## config.mk

```make
export PLATFORM = sky130hd
export DESIGN_NAME = rocg_ctrl
export DESIGN_NICKNAME = d
export VERILOG_FILES = /design/src/rtl/rocg_pkg.sv /design/src/rtl/rocg_ctrl.sv
export SDC_FILE = /design/constraint.sdc
export NUM_CORES = 1
export LEC_CHECK = 0
export BUFFER_PORTS_ARGS = -buffer_cell sky130_fd_sc_hd__buf_2
export CAP_MARGIN = 20
export CORE_AREA = 8 8 45 47
export CTS_BUF_LIST = sky130_fd_sc_hd__clkbuf_4 sky130_fd_sc_hd__clkbuf_8
export DETAILED_ROUTE_END_ITERATION = 8
export DIE_AREA = 0 0 53 55
export GPL_ROUTABILITY_DRIVEN = 0
export PLACE_DENSITY = 0.45
export SLEW_MARGIN = 10
export SYNTH_ARGS = -nofsm -noshare
export SYNTH_HDL_FRONTEND = slang
export SYNTH_SLANG_ARGS = --single-unit
export TNS_END_PERCENT = 1
```

## constraint.sdc

```tcl
create_clock -name clock -period 1.1 [get_ports clock]
set_input_delay 0.11 -clock clock [delete_from_list [all_inputs] [get_ports clock]]
set_output_delay 0.11 -clock clock [all_outputs]
set_load 0.1 [all_outputs]
```

## src/rtl/rocg_pkg.sv

```systemverilog
`default_nettype none
// ----------------------------------------------------------------------------
// rocg_pkg
// Shared constants and controller/datapath interface types for the
// rectangle occupancy count grid.
// ----------------------------------------------------------------------------
package rocg_pkg;

   // Grid geometry and count width
   localparam int GRID_W     = 64;
   localparam int GRID_H     = 64;
   localparam int COUNT_BITS = 8;
   localparam int CELLS      = GRID_W * GRID_H;
   localparam int CELL_AW    = $clog2(CELLS);
   localparam int XW         = (GRID_W > 1) ? $clog2(GRID_W) : 1;
   localparam int YW         = (GRID_H > 1) ? $clog2(GRID_H) : 1;

   // Field widths
   localparam int FUNC_W     = 2;
   localparam int COORD_W    = 16;
   localparam int HALF_W     = 14;
   localparam int BOUND_W    = 12;
   localparam int REQ_DATA_W = 48;
   localparam int RSP_DATA_W = 8;
   localparam int CSR_IDX_W  = 2;

   // Operation codes; any other code is a query
   localparam logic [FUNC_W-1:0] FUNC_ADD    = 2'd0;
   localparam logic [FUNC_W-1:0] FUNC_REMOVE = 2'd1;

   // Register indexes
   localparam logic [CSR_IDX_W-1:0] CSR_X_LOW  = 2'd0;
   localparam logic [CSR_IDX_W-1:0] CSR_X_HIGH = 2'd1;
   localparam logic [CSR_IDX_W-1:0] CSR_Y_LOW  = 2'd2;
   localparam logic [CSR_IDX_W-1:0] CSR_Y_HIGH = 2'd3;

   // Controller to datapath commands
   typedef struct packed {
      logic load;       // capture the accepted word
      logic calc1;      // clamp the corners
      logic calc2;      // convert corners to cell ranges
      logic clr_step;   // clear one cell after reset
      logic scan_step;  // read the current cell and advance
      logic rsp_load;   // capture the result word
   } rocg_cmd_type;

   // Datapath to controller status
   typedef struct packed {
      logic clr_last;   // clearing the last cell
      logic scan_last;  // reading the last cell of the rectangle
   } rocg_status_type;

endpackage
`default_nettype wire

```

## src/rtl/rocg_ctrl.sv

```systemverilog
`default_nettype none
// ----------------------------------------------------------------------------
// rocg_ctrl
// Sequencer: clearing pass, item accept, range setup, cell scan and
// result handoff.
// ----------------------------------------------------------------------------
module rocg_ctrl
   import rocg_pkg::*;
(
   input  wire logic            clock,
   input  wire logic            reset,
   input  wire logic            req_tvalid,
   output      logic            req_tready,
   output      logic            rsp_tvalid,
   input  wire logic            rsp_tready,
   input  wire rocg_status_type status,
   output      rocg_cmd_type    cmd
);

   typedef enum logic [2:0] {
      ST_CLEAR,
      ST_IDLE,
      ST_CALC1,
      ST_CALC2,
      ST_SCAN,
      ST_DRAIN,
      ST_FINISH
   } state_type;

   state_type state_ff;
   logic      rsp_valid_ff;
   logic      out_free;

   assign out_free   = !rsp_valid_ff || rsp_tready;
   assign req_tready = (state_ff == ST_IDLE);
   assign rsp_tvalid = rsp_valid_ff;

   always_comb begin
      cmd           = '0;
      cmd.load      = (state_ff == ST_IDLE) && req_tvalid;
      cmd.calc1     = (state_ff == ST_CALC1);
      cmd.calc2     = (state_ff == ST_CALC2);
      cmd.clr_step  = (state_ff == ST_CLEAR);
      cmd.scan_step = (state_ff == ST_SCAN);
      cmd.rsp_load  = (state_ff == ST_FINISH) && out_free;
   end

   always_ff @(posedge clock) begin
      if (reset) begin
         state_ff     <= ST_CLEAR;
         rsp_valid_ff <= 1'b0;
      end else begin
         // post a new result or drop the one just taken
         if ((state_ff == ST_FINISH) && out_free) begin
            rsp_valid_ff <= 1'b1;
         end else if (rsp_tready) begin
            rsp_valid_ff <= 1'b0;
         end
         unique case (state_ff)
            ST_CLEAR: begin
               if (status.clr_last) state_ff <= ST_IDLE;
            end
            ST_IDLE: begin
               if (req_tvalid) state_ff <= ST_CALC1;
            end
            ST_CALC1: state_ff <= ST_CALC2;
            ST_CALC2: state_ff <= ST_SCAN;
            ST_SCAN: begin
               if (status.scan_last) state_ff <= ST_DRAIN;
            end
            ST_DRAIN: state_ff <= ST_FINISH;
            ST_FINISH: begin
               if (out_free) begin
                  state_ff <= ST_IDLE;
               end
            end
         endcase
      end
   end

`ifndef SYNTHESIS
   a_finish_posts: assert property (@(posedge clock) disable iff (reset)
      (state_ff == ST_FINISH && !rsp_valid_ff) |=> rsp_valid_ff)
      else $error("result not posted from finish");
   a_clear_ends: assert property (@(posedge clock) disable iff (reset)
      (state_ff == ST_CLEAR && status.clr_last) |=> (state_ff == ST_IDLE))
      else $error("clear pass did not end");
   a_scan_ends: assert property (@(posedge clock) disable iff (reset)
      (state_ff == ST_SCAN && status.scan_last) |=> (state_ff == ST_DRAIN))
      else $error("scan did not stop at last cell");
`endif

endmodule
`default_nettype wire

```

# Yosys cells after proc, flatten, opt, wreduce, memory -nomap -nowiden
# Index checks and enable logic that the tools add are counted.
dict set report op_classes {
  n_reduce_logical 7
  mux 7
  eq_ne 10
}
# cell n
set ops {}
lappend ops {{$pmux 3 s7} 1}
lappend ops {{$mux 3} 4}
lappend ops {{$eq 3x3->1 const B} 3}
lappend ops {{$ne 2x2->1 const B} 4}
lappend ops {{$eq 3x2->1 const B} 2}
lappend ops {{$reduce_and 4->1} 1}
lappend ops {{$eq 3x1->1 const B} 1}
lappend ops {{$logic_not 3->1} 1}
lappend ops {{$logic_and 1x1->1} 2}
lappend ops {{$mux 1} 2}
lappend ops {{$reduce_bool 2->1} 1}
lappend ops {{$logic_not 1->1} 1}
lappend ops {{$logic_or 1x1->1} 1}
dict set report totals {
  in_bits 6
  ff_bits 4
  output_inout_bits 8
}

# Depth between registers and ports, before layout
# Gate-level depths: netlist of the first run.
dict set report logic_depth {
  ltp_word 4
  ltp_mapped 4
  depth_no_buf 3
}

# Worst setup path after synthesis of the first run
# No wires, ideal clock.
dict set report synth_path {
  kind {flip-flop to output port}
  from {register state_ff[0]}
  to {output port cmd[5] in the netlist's numbering}
  arrival_time_ns 3.542
  path_slack_ns -2.552
  path_stages_with_launch 5
  cell_sequence {dfxtp_1 -> buf_6 -> inv_2 -> nor3_1 -> and2_1}
}
# item line_no
set synth_rtl {}
lappend synth_rtl {{start: declaration} rocg_ctrl.sv:30} ;# state_type state_ff;
lappend synth_rtl {{start signal: assignment} rocg_ctrl.sv:50} ;# state_ff <= ST_CLEAR;
lappend synth_rtl {{start signal: assignment} rocg_ctrl.sv:61} ;# if (status.clr_last) state_ff <= ST_IDLE;
lappend synth_rtl {{start signal: assignment} rocg_ctrl.sv:64} ;# if (req_tvalid) state_ff <= ST_CALC1;
lappend synth_rtl {{end: declaration} rocg_ctrl.sv:17} ;# output rocg_cmd_type cmd

==> results of run 1 <==
## how the worst max path moves through the flow
stage                                   startpoint                        to  slack [ps]  depth (start not counted)
after floorplan           state_ff[0]$_SDFFE_PP0P_                    cmd[5]        -820                          4
after global placement    state_ff[1]$_SDFFE_PP0P_  state_ff[0]$_SDFFE_PP0P_          10                          3
after detailed placement   rsp_tvalid$_SDFFE_PP0P_  state_ff[0]$_SDFFE_PP0P_           6                          3
after CTS                 state_ff[2]$_SDFFE_PP0P_                    cmd[5]        -220                          4
after global routing      state_ff[2]$_SDFFE_PP0P_                    cmd[5]        -250                          4
final                     state_ff[2]$_SDFFE_PP0P_                    cmd[5]        -200                          4
## area by class of cell
type	count	area, um2	area share (%)
multi-input combinational	24	203	33.2
tap	16	20.0	3.28
sequential	4	87.6	14.3
clock buffer	3	22.5	3.69
timing repair buffer	22	265	43.4
inverter	2	12.5	2.05
## synthesized netlist by cell type
library cell,number
o211ai_1,1
nor3_1,7
o21ai_0,2
and2_1,1
or2b_1,1
nand2b_1,1
a21boi_1,1
a2111oi_2,1
inv_1,1
nand2_2,1
a211o_1,1
buf_6,2
nor2b_1,2
a21oi_1,3
nor4_1,1
dfxtp_1,4
and3_1,1
inv_2,1
## cell usage in the layout (no fill, tap or decap)
cell type / n
nor2b_1: 2
buf_12: 9
nand2_2: 1
and3_1: 1
nor3_1: 2
o21ai_0: 2
a21boi_1: 1
nor3_2: 1
nor3_4: 4
buf_2: 5
nand2b_1: 1
a21oi_1: 3
or2b_1: 1
and2_4: 1
dfxtp_2: 3
o211ai_1: 1
a2111oi_2: 1
inv_6: 1
a211o_1: 1
buf_4: 8
nor4_1: 1
dfxtp_4: 1
inv_2: 1
clkbuf_4: 3
## power by group through the flow
stage,clock [mW],sequential [mW],combinational [mW]
2_1_floorplan,0,0.169,0.237
3_3_place_gp,0,0.173,0.379
3_5_place_dp,0,0.173,0.379
5_1_grt,0.189,0.173,0.405
4_1_cts,0.185,0.172,0.391
6_report,0.178,0.172,0.389
## repair_timing
action,in CTS,in global routing
resized for setup,6,1
endpoints found under the setup margin,8,9
pin swaps,2,2
hold buffers,0,0
## stage by stage
| step | setup slack (ps) | hold WS [ps] | utilization [%] | area (um2) |
|---|---|---|---|---|
| after CTS | -216 | 76.0 | 44.0 | 609 |
| final | -203 | 79.2 | 44.1 | 611 |
| after global placement | 12.9 | 333 | 41.1 | 569 |
| after global routing | -252 | 89.5 | 44.1 | 611 |
| after floorplan | -818 | 179 | - | 307 |
| after detailed placement | 5.81 | 331 | 41.1 | 569 |
## kinds of logic (layout without fill, tap and decap cells)
family | Yosys count | after routing | synth area share (%)
DFF | 4 | 4 | 30.8
and+or+nand+nor | 15 | 15 | 33.2
buffers and inverters | 4 | 27 | 11.5
AOI/OAI and AO/OA | 9 | 9 | 24.5
## sequential cells by signal, summed over array words and instances (netlist names)
register and cells:
rsp_tvalid 1, state_ff 3
## metal layers
| metal | share of wire [%] | global-route usage [%] | vias up |
|---|---|---|---|
| met5 | 0 | 0 | - |
| met4 | 2.5 | 6.47 | 0 |
| met3 | 10 | 2.41 | 4 |
| met2 | 46 | 9.57 | 16 |
| met1 | 41 | 5.95 | 147 |
| li1 | - | - | 165 |
==> metrics, run 1 <==
run status=finished with violations; failing checks=setup timing; vias in the first global route=349; row count=14; Post-Route Skew=4.64 ps; drt wl/cell=11.1 um; min-delay src=reset; share of cells above drive strength 1=70.9%; Nets=63; CP Max Fanout=4; Reg clk slew, reported paths=40 ps; first-pass GRT wire length=1300 um; 1st-iter DRT viols=5; Routed Antenna Nets=0; post-synth top area share=30.8%; mapped cell area=260 um2; final setup violation count=7; Hold Path Class=in2reg; Net Sw Frac=41.1%; RSZ-0062 raised after global routing=true; CTS tree=built; maxcap violations=0; sequential power share=23.2%; internal power=0.435 mW; Rel. slew slack=77.6%; NetSw=0.303 mW; Buffers on Ports=13; root buffer cell=clkbuf_4; end of the worst hold path=state_ff[1]$_SDFFE_PP0P_; crit path time final=1300 ps; Die Y=55 um; GR Overflow Total=0; post-route clock period utilization=118%; crit-path max cell delay=330 ps; synth warn=0; FF+latch count, synth=4; Fmax=767 MHz; ant diodes=0; Critical Setup Path Class=reg2out; Critical R2R Capture=state_ff[0]$_SDFFE_PP0P_; All-Layer GR Usage=6.13%; CTS Buf Count=3; via/cell ratio=4.68; Setup crit start kind=flip-flop; clock share of power=24.1%; synth unique cells=18; final worst slack=-203 ps; antenna violations before repair=0; Worst-Margin Slew=333 ps; DRC Markers=0; io pins=14; Critical path buffers and inverters=2; sequential fraction of the synthesis area=30.8%; Slew Limit Fails=0; pwr/cell area=1210 nW/um2; setup TNS=-1140 ps; postcts setup bufs=0; Cell Chain, Critical Path=buf_4, nor3_4, and2_4, buf_12; syn_nets=38; Synth-to-Final Area Change=135%; H-tree depth=1; Slowest-stage cell, CP=dfxtp_2; die width=53 um; Reg2Reg Setup Slack=20 ps; P_leak=0.247 nW; final WL=789 um; maximum vdd drop=0.000486 V; Worst Hold Depth=2; largest net degree at the start of global routing=11; Hold Vio Cnt, Final=0; Reg2Reg Depth=3; core area=1380 um2; syn avg cell area=8.13 um2; # clock sinks=4; Cells after DPL=68; Post-Syn Instances=32; die area=2920 um2; CP endpoint kind=output port; Initial Util=18.8%; # fillers=139; largest cells by area after synthesis=dfxtp_1, nor3_1, buf_6; DR vias=332; Comb pwr share=52.7%; Clock Path Buffers=2; hpwl dp=662 um; DR pass1 iterations=4; Worst-Skew Late Latency=230 ps; post-synth top area cell=dfxtp_1; Layout Cells excl Fill=71; Worst R2R Start=rsp_tvalid$_SDFFE_PP0P_; Final Power=0.738 mW; CP delay by family, top=flip-flops; crit path DAT=1190 ps; Worst EP required=990 ps
Note: power is estimated with default switching activity, not from simulation.
==> inputs of run 2 (changes only) <==
--- a/config.mk
+++ b/config.mk
@@ -5,14 +5,15 @@
 export SDC_FILE = /design/constraint.sdc
 export NUM_CORES = 1
 export LEC_CHECK = 0
+export ABC_AREA = 1
 export BUFFER_PORTS_ARGS = -buffer_cell sky130_fd_sc_hd__buf_2
-export CAP_MARGIN = 20
+export CAP_MARGIN = 5
 export CORE_AREA = 8 8 45 47
-export CTS_BUF_LIST = sky130_fd_sc_hd__clkbuf_4 sky130_fd_sc_hd__clkbuf_8
+export CTS_BUF_LIST = sky130_fd_sc_hd__clkbuf_4 sky130_fd_sc_hd__clkbuf_8 sky130_fd_sc_hd__clkbuf_16
 export DETAILED_ROUTE_END_ITERATION = 8
 export DIE_AREA = 0 0 53 55
 export GPL_ROUTABILITY_DRIVEN = 0
-export PLACE_DENSITY = 0.45
+export PLACE_DENSITY = 0.51
 export SLEW_MARGIN = 10
 export SYNTH_ARGS = -nofsm -noshare
 export SYNTH_HDL_FRONTEND = slang
==> run 2 against run 1 <==
  * The flow still finishes with violations (setup timing)
  * Global-route usage rose by 0.32 points
  * Fmax rose by 4.1%
  * Clock power is 32% higher
  * Utilization up 9.9 points
  * Sequential share of layout area is 1.6 points lower
  * Sequential power grew 13%
  * Setup slack improved by 52 ps
  * Clock-buffer cell count rose by 1
  * Highest routed layer is now met3
==> metrics, run 2 <==
Post-Syn Instances=47; Worst Hold Depth=2; Most flops, register=state_ff; Hold WS=69.7 ps; first-pass GRT wire length=1430 um; largest net degree at the start of global routing=8; mapped cell area=334 um2; GR Overflow Total=0; pwr/cell area=1440 nW/um2; Largest register FFs=3; multi-input gate area in the final layout=274 um2; Reg clk slew, reported paths=50 ps; via/cell ratio=4.19; share of cells above drive strength 1=82.4%; final worst slack=-152 ps; root buffer cell=clkbuf_4; die area=2920 um2; Main synth FF type=dfxtp_1; DRC Markers=0; hpwl dp=681 um; Slew Limit Fails=0; crit path launch=state_ff[2]$_SDFFE_PP0P_; failing checks=setup timing; Critical R2R Capture=state_ff[2]$_SDFFE_PP0P_; crit path DAT=1140 ps; crit path time final=1250 ps; 1st-iter DRT viols=9; largest cells by area after synthesis=dfxtp_1, nand2_1, buf_6; drt wl/cell=10.4 um; Reg2Reg Setup Slack=-40 ps; Setup crit start kind=flip-flop; maxcap violations=0; DR pass1 iterations=4; maximum vdd drop=0.000567 V; run status=finished with violations; post-synth top area share=24.0%; Rel. slew slack=86.6%; Worst EP required=990 ps; most frequent cells in the layout=inv_2, buf_12, buf_4; CP endpoint kind=output port; Post-synth top cells=nand2_1, inv_1, dfxtp_1, nor2_1; Initial Util=24.1%; Worst R2R Start=state_ff[1]$_SDFFE_PP0P_; post-route clock period utilization=114%; Critical Setup Path Class=reg2out; Nets=81; sequential fraction of the synthesis area=24.0%; P_leak=0.337 nW; All-Layer GR Usage=6.45%; core area=1380 um2; # clock sinks=4; Hold Path Class=in2reg; final setup violation count=10; final WL=932 um; FF+latch area=95.1 um2; # fillers=117; Routed Antenna Nets=0; ant diodes=0; CTS Buf Count=3; die width=53 um; H-tree depth=1; Hold Vio Cnt, Final=0; io pins=14; CTS tree=built; FF+latch count, synth=4; DR vias=377; Worst-Margin Slew=201 ps; vias in the first global route=375; pre-CTS WS=-102 ps; Post-synth ARST share=0%; min-delay src=reset; post-synth top area cell=dfxtp_1; Reg2Reg Depth=8; Synth-to-Final Area Change=124%; end of the worst hold path=state_ff[1]$_SDFFE_PP0P_; synth warn=0; synth unique cells=19; Post-Route Skew=11.9 ps; Clock Path Buffers=2; Die Y=55 um; top-count cell post-synth=nand2_1; row count=14; antenna violations before repair=0; Buffers on Ports=13; Hold Buf Count CTS=0; Post-synth EDFFs=0; Worst-Skew Late Latency=240 ps; syn avg cell area=7.11 um2; Fmax=799 MHz; RSZ-0062 raised after global routing=true; syn_nets=53; CP Max Fanout=5
-- run 2: layout make-up --
cell class | count | area share, %
Timing Repair Buffer | 25 | 39.4
Clock buffer | 4 | 4.02
Tap cell | 16 | 2.68
Sequential cell | 4 | 12.7
Inverter | 9 | 4.52
Multi-Input combinational cell | 32 | 36.7
-- run 2: how the worst max path moves through the flow --
stage                         to  slack (ps)  cells past startpoint
after floorplan           cmd[0]        -380                      3
after global routing      cmd[2]        -180                      3
after detailed placement  cmd[5]        -100                      3
final                     cmd[5]        -150                      3
after CTS                 cmd[0]        -140                      3
after global placement    cmd[5]         -70                      3
-- run 2: logic make-up (layout without fill, tap and decap cells) --
kind of cell    Yosys count  in the layout  share of synthesized area, %
compound gates            5              5                          10.5
simple gates             27             27                          48.7
buf+inv                  11             38                          16.9
flops                     4              4                          24.0
-- run 2: where the power goes --
part	total [mW]	internal (mW)	switching [mW]
logic	0.642	0.263	0.379
registers	0.195	0.159	0.0361
clock network	0.235	0.162	0.0737
-- run 2: critical path: stages (launching register included) --
cell and delay, ps:
dfxtp_4 360, buf_6 140, nor3_4 210, buf_12 200
-- run 2: through the flow --
step | util (%) | std cells | setup TNS [ps] | cell area [um2] | power (mW)
2_1_floorplan | - | 47 | -2090 | 383 | 0.572
3_3_place_gp | 44.1 | 80 | -148 | 611 | 0.752
3_5_place_dp | 44.1 | 80 | -251 | 611 | 0.753
4_1_cts | 48.9 | 85 | -893 | 677 | 1.03
5_1_grt | 54.0 | 90 | -1370 | 747 | 1.12
6_report | 54.0 | 90 | -832 | 747 | 1.07
-- run 2: timing repair --
item | 4_1_cts | 5_1_grt
setup buffers | 1 | 5
gates resized for setup | 11 | 10
pin swaps | 3 | 3
setup endpoints to repair | 10 | 10
-- run 2: routing by layer --
layer / track usage (%) / vias to the layer above / part of all wire (%)
li1: - / 199 / -
met1: 5.93 / 169 / 36
met2: 11.9 / 9 / 57
met3: 2.41 / 0 / 6.1
met4: 3.88 / 0 / 0
met5: 0 / - / 0
==> inputs of run 3 (changes only) <==
--- a/config.mk
+++ b/config.mk
@@ -13,7 +13,7 @@
 export DETAILED_ROUTE_END_ITERATION = 8
 export DIE_AREA = 0 0 53 55
 export GPL_ROUTABILITY_DRIVEN = 0
-export PLACE_DENSITY = 0.51
+export PLACE_DENSITY = 0.53
 export SLEW_MARGIN = 10
 export SYNTH_ARGS = -nofsm -noshare
 export SYNTH_HDL_FRONTEND = slang
==> constraint.sdc (replaced) <==
create_clock -name clock -period 1.06 [get_ports clock]
set_input_delay 0.106 -clock clock [delete_from_list [all_inputs] [get_ports clock]]
set_output_delay 0.106 -clock clock [all_outputs]
set_load 0.1 [all_outputs]
==> run 3 against run 2 <==
  * The run still ends with setup timing left
  * Clock-buffer cell count unchanged
  * Sequential share of layout area increased by 0.70 points
  * Via count decreased by 5.8%
  * Utilization is 2.8 points lower
  * Highest routed layer is now met4
  * Hold slack lost 0.87 ps
==> metrics, run 3 (synthesis results as in run 2) <==
ant diodes=0; maxcap violations=0; Fmax=810 MHz; Comb pwr share=58.8%; Worst EP required=950 ps; P_leak=0.308 nW; failing checks=setup timing; internal power=0.580 mW; # fillers=124; CP Max Fanout=4; GR Overflow Total=0; share of cells above drive strength 1=81.7%; Initial Util=24.1%; Slew Limit Fails=0; Nets=78; core area=1380 um2; Reg2Reg Depth=7; Cell Chain, Critical Path=buf_6, nor3_4, buf_12; Critical R2R Capture=state_ff[2]$_SDFFE_PP0P_; DR pass1 iterations=3; Net Sw Frac=45.4%; H-tree depth=1; Rel. slew slack=85.6%; largest net degree at the start of global routing=8; DRC Markers=0; commonest non-fill, non-tap cell in the layout=buf_12; crit path time final=1240 ps; Clock Path Buffers=2; Worst-Margin Slew=215 ps; Critical Setup Path Class=reg2out; post-route cell area=708 um2; io pins=14; CP endpoint kind=output port; DR vias=355; 1st-iter DRT viols=3; Die Y=55 um; sequential power share=19.3%; root buffer cell=clkbuf_4; run status=finished with violations; Most flops, register=state_ff; Largest register FFs=3; # clock sinks=4; Post-Route Skew=6.15 ps; final setup violation count=10; CTS tree=built; maximum vdd drop=0.000563 V; All-Layer GR Usage=6.94%; crit-path max cell delay=360 ps; Layout Cells excl Fill=87; Slowest-stage cell, CP=dfxtp_4; final worst slack=-175 ps; Hold Buf Count CTS=0; first-pass GRT wire length=1470 um; min-delay src=reset; via/cell ratio=4.08; hpwl dp=717 um; Reg clk slew, reported paths=40 ps; post-route clock period utilization=117%; pwr/cell area=1500 nW/um2; Reg2Reg Setup Slack=-60 ps; Worst Hold Depth=2; NetSw=0.482 mW; RSZ-0062 raised after global routing=true; Hold Vio Cnt, Final=0; clock share of power=21.8%; end of the worst hold path=state_ff[2]$_SDFFE_PP0P_; Worst-Skew Late Latency=240 ps; final WL=826 um; Synth-to-Final Area Change=112%; Cells after DPL=82; DP Area=626 um2; Setup crit start kind=flip-flop; row count=14; Hold Path Class=in2reg; die area=2920 um2; drt wl/cell=9.49 um; crit path DAT=1130 ps; antenna violations before repair=0; most frequent cells in the layout=buf_12, inv_2, nand2_1, buf_2, buf_4; Buffers on Ports=13; vias in the first global route=370; pre-CTS WS=-116 ps; CTS Buf Count=3; Routed Antenna Nets=0; die width=53 um; Worst R2R Start=state_ff[1]$_SDFFE_PP0P_
## run 3: what timing repair did
action,in CTS,in global routing
gates resized for setup,16,3
pin swaps,3,2
endpoints found under the setup margin,10,10
hold endpoints to repair,0,0
buffers inserted,0,1
## run 3: worst max-delay path by stage
stage / start / endpoint / slack (ps) / cells past startpoint
floorplan: rsp_tvalid$_SDFFE_PP0P_ / cmd[0] / -410 / 3
global placement: state_ff[0]$_SDFFE_PP0P_ / cmd[5] / -100 / 3
detailed placement: state_ff[0]$_SDFFE_PP0P_ / cmd[5] / -120 / 3
CTS: state_ff[0]$_SDFFE_PP0P_ / cmd[0] / -190 / 3
global route: state_ff[0]$_SDFFE_PP0P_ / cmd[0] / -220 / 3
finish: state_ff[2]$_SDFFE_PP0P_ / cmd[2] / -180 / 3
## run 3: stage by stage
stage          hold WS (ps)  setup TNS, ps  total power [mW]  utilization [%]
3_3_place_gp            319           -333             0.779             45.2
2_1_floorplan           168          -2460             0.594                -
5_1_grt                70.8          -1570              1.13             51.2
6_report               68.9           -987              1.06             51.2
3_5_place_dp            318           -458             0.781             45.2
4_1_cts                60.8          -1130              1.06             50.3
## run 3: layout make-up
class                   instances  area [um2]  area share, %
clock buffers                   4        30.0           4.24
inverters                       9        36.3           5.12
multi-input cells              32         259           36.6
flip-flops and latches          4        95.1           13.4
well taps                      16        20.0           2.83
repair buffers                 22         268           37.8
## run 3: critical path: cells and delay by family, from the launching register on
family                 cells  cell delay, ps
DFF                        1             360
buffers and inverters      2             340
and+or+nand+nor            1             210
## run 3: power by group through the flow
| stage | Clock, mW | Sequential (mW) | Combinational, mW |
|---|---|---|---|
| floorplan | 0 | 0.179 | 0.414 |
| global placement | 0 | 0.194 | 0.585 |
| detailed placement | 0 | 0.195 | 0.586 |
| CTS | 0.245 | 0.207 | 0.612 |
| global route | 0.262 | 0.210 | 0.653 |
| finish | 0.232 | 0.205 | 0.625 |
## run 3: metal layers
layer | vias to the layer above | GRT usage (%) | wire length, um
li1 | 194 | - | -
met1 | 149 | 6.39 | 296
met2 | 10 | 12.5 | 449
met3 | 2 | 1.60 | 64
met4 | 0 | 6.47 | 17
met5 | - | 0 | 0
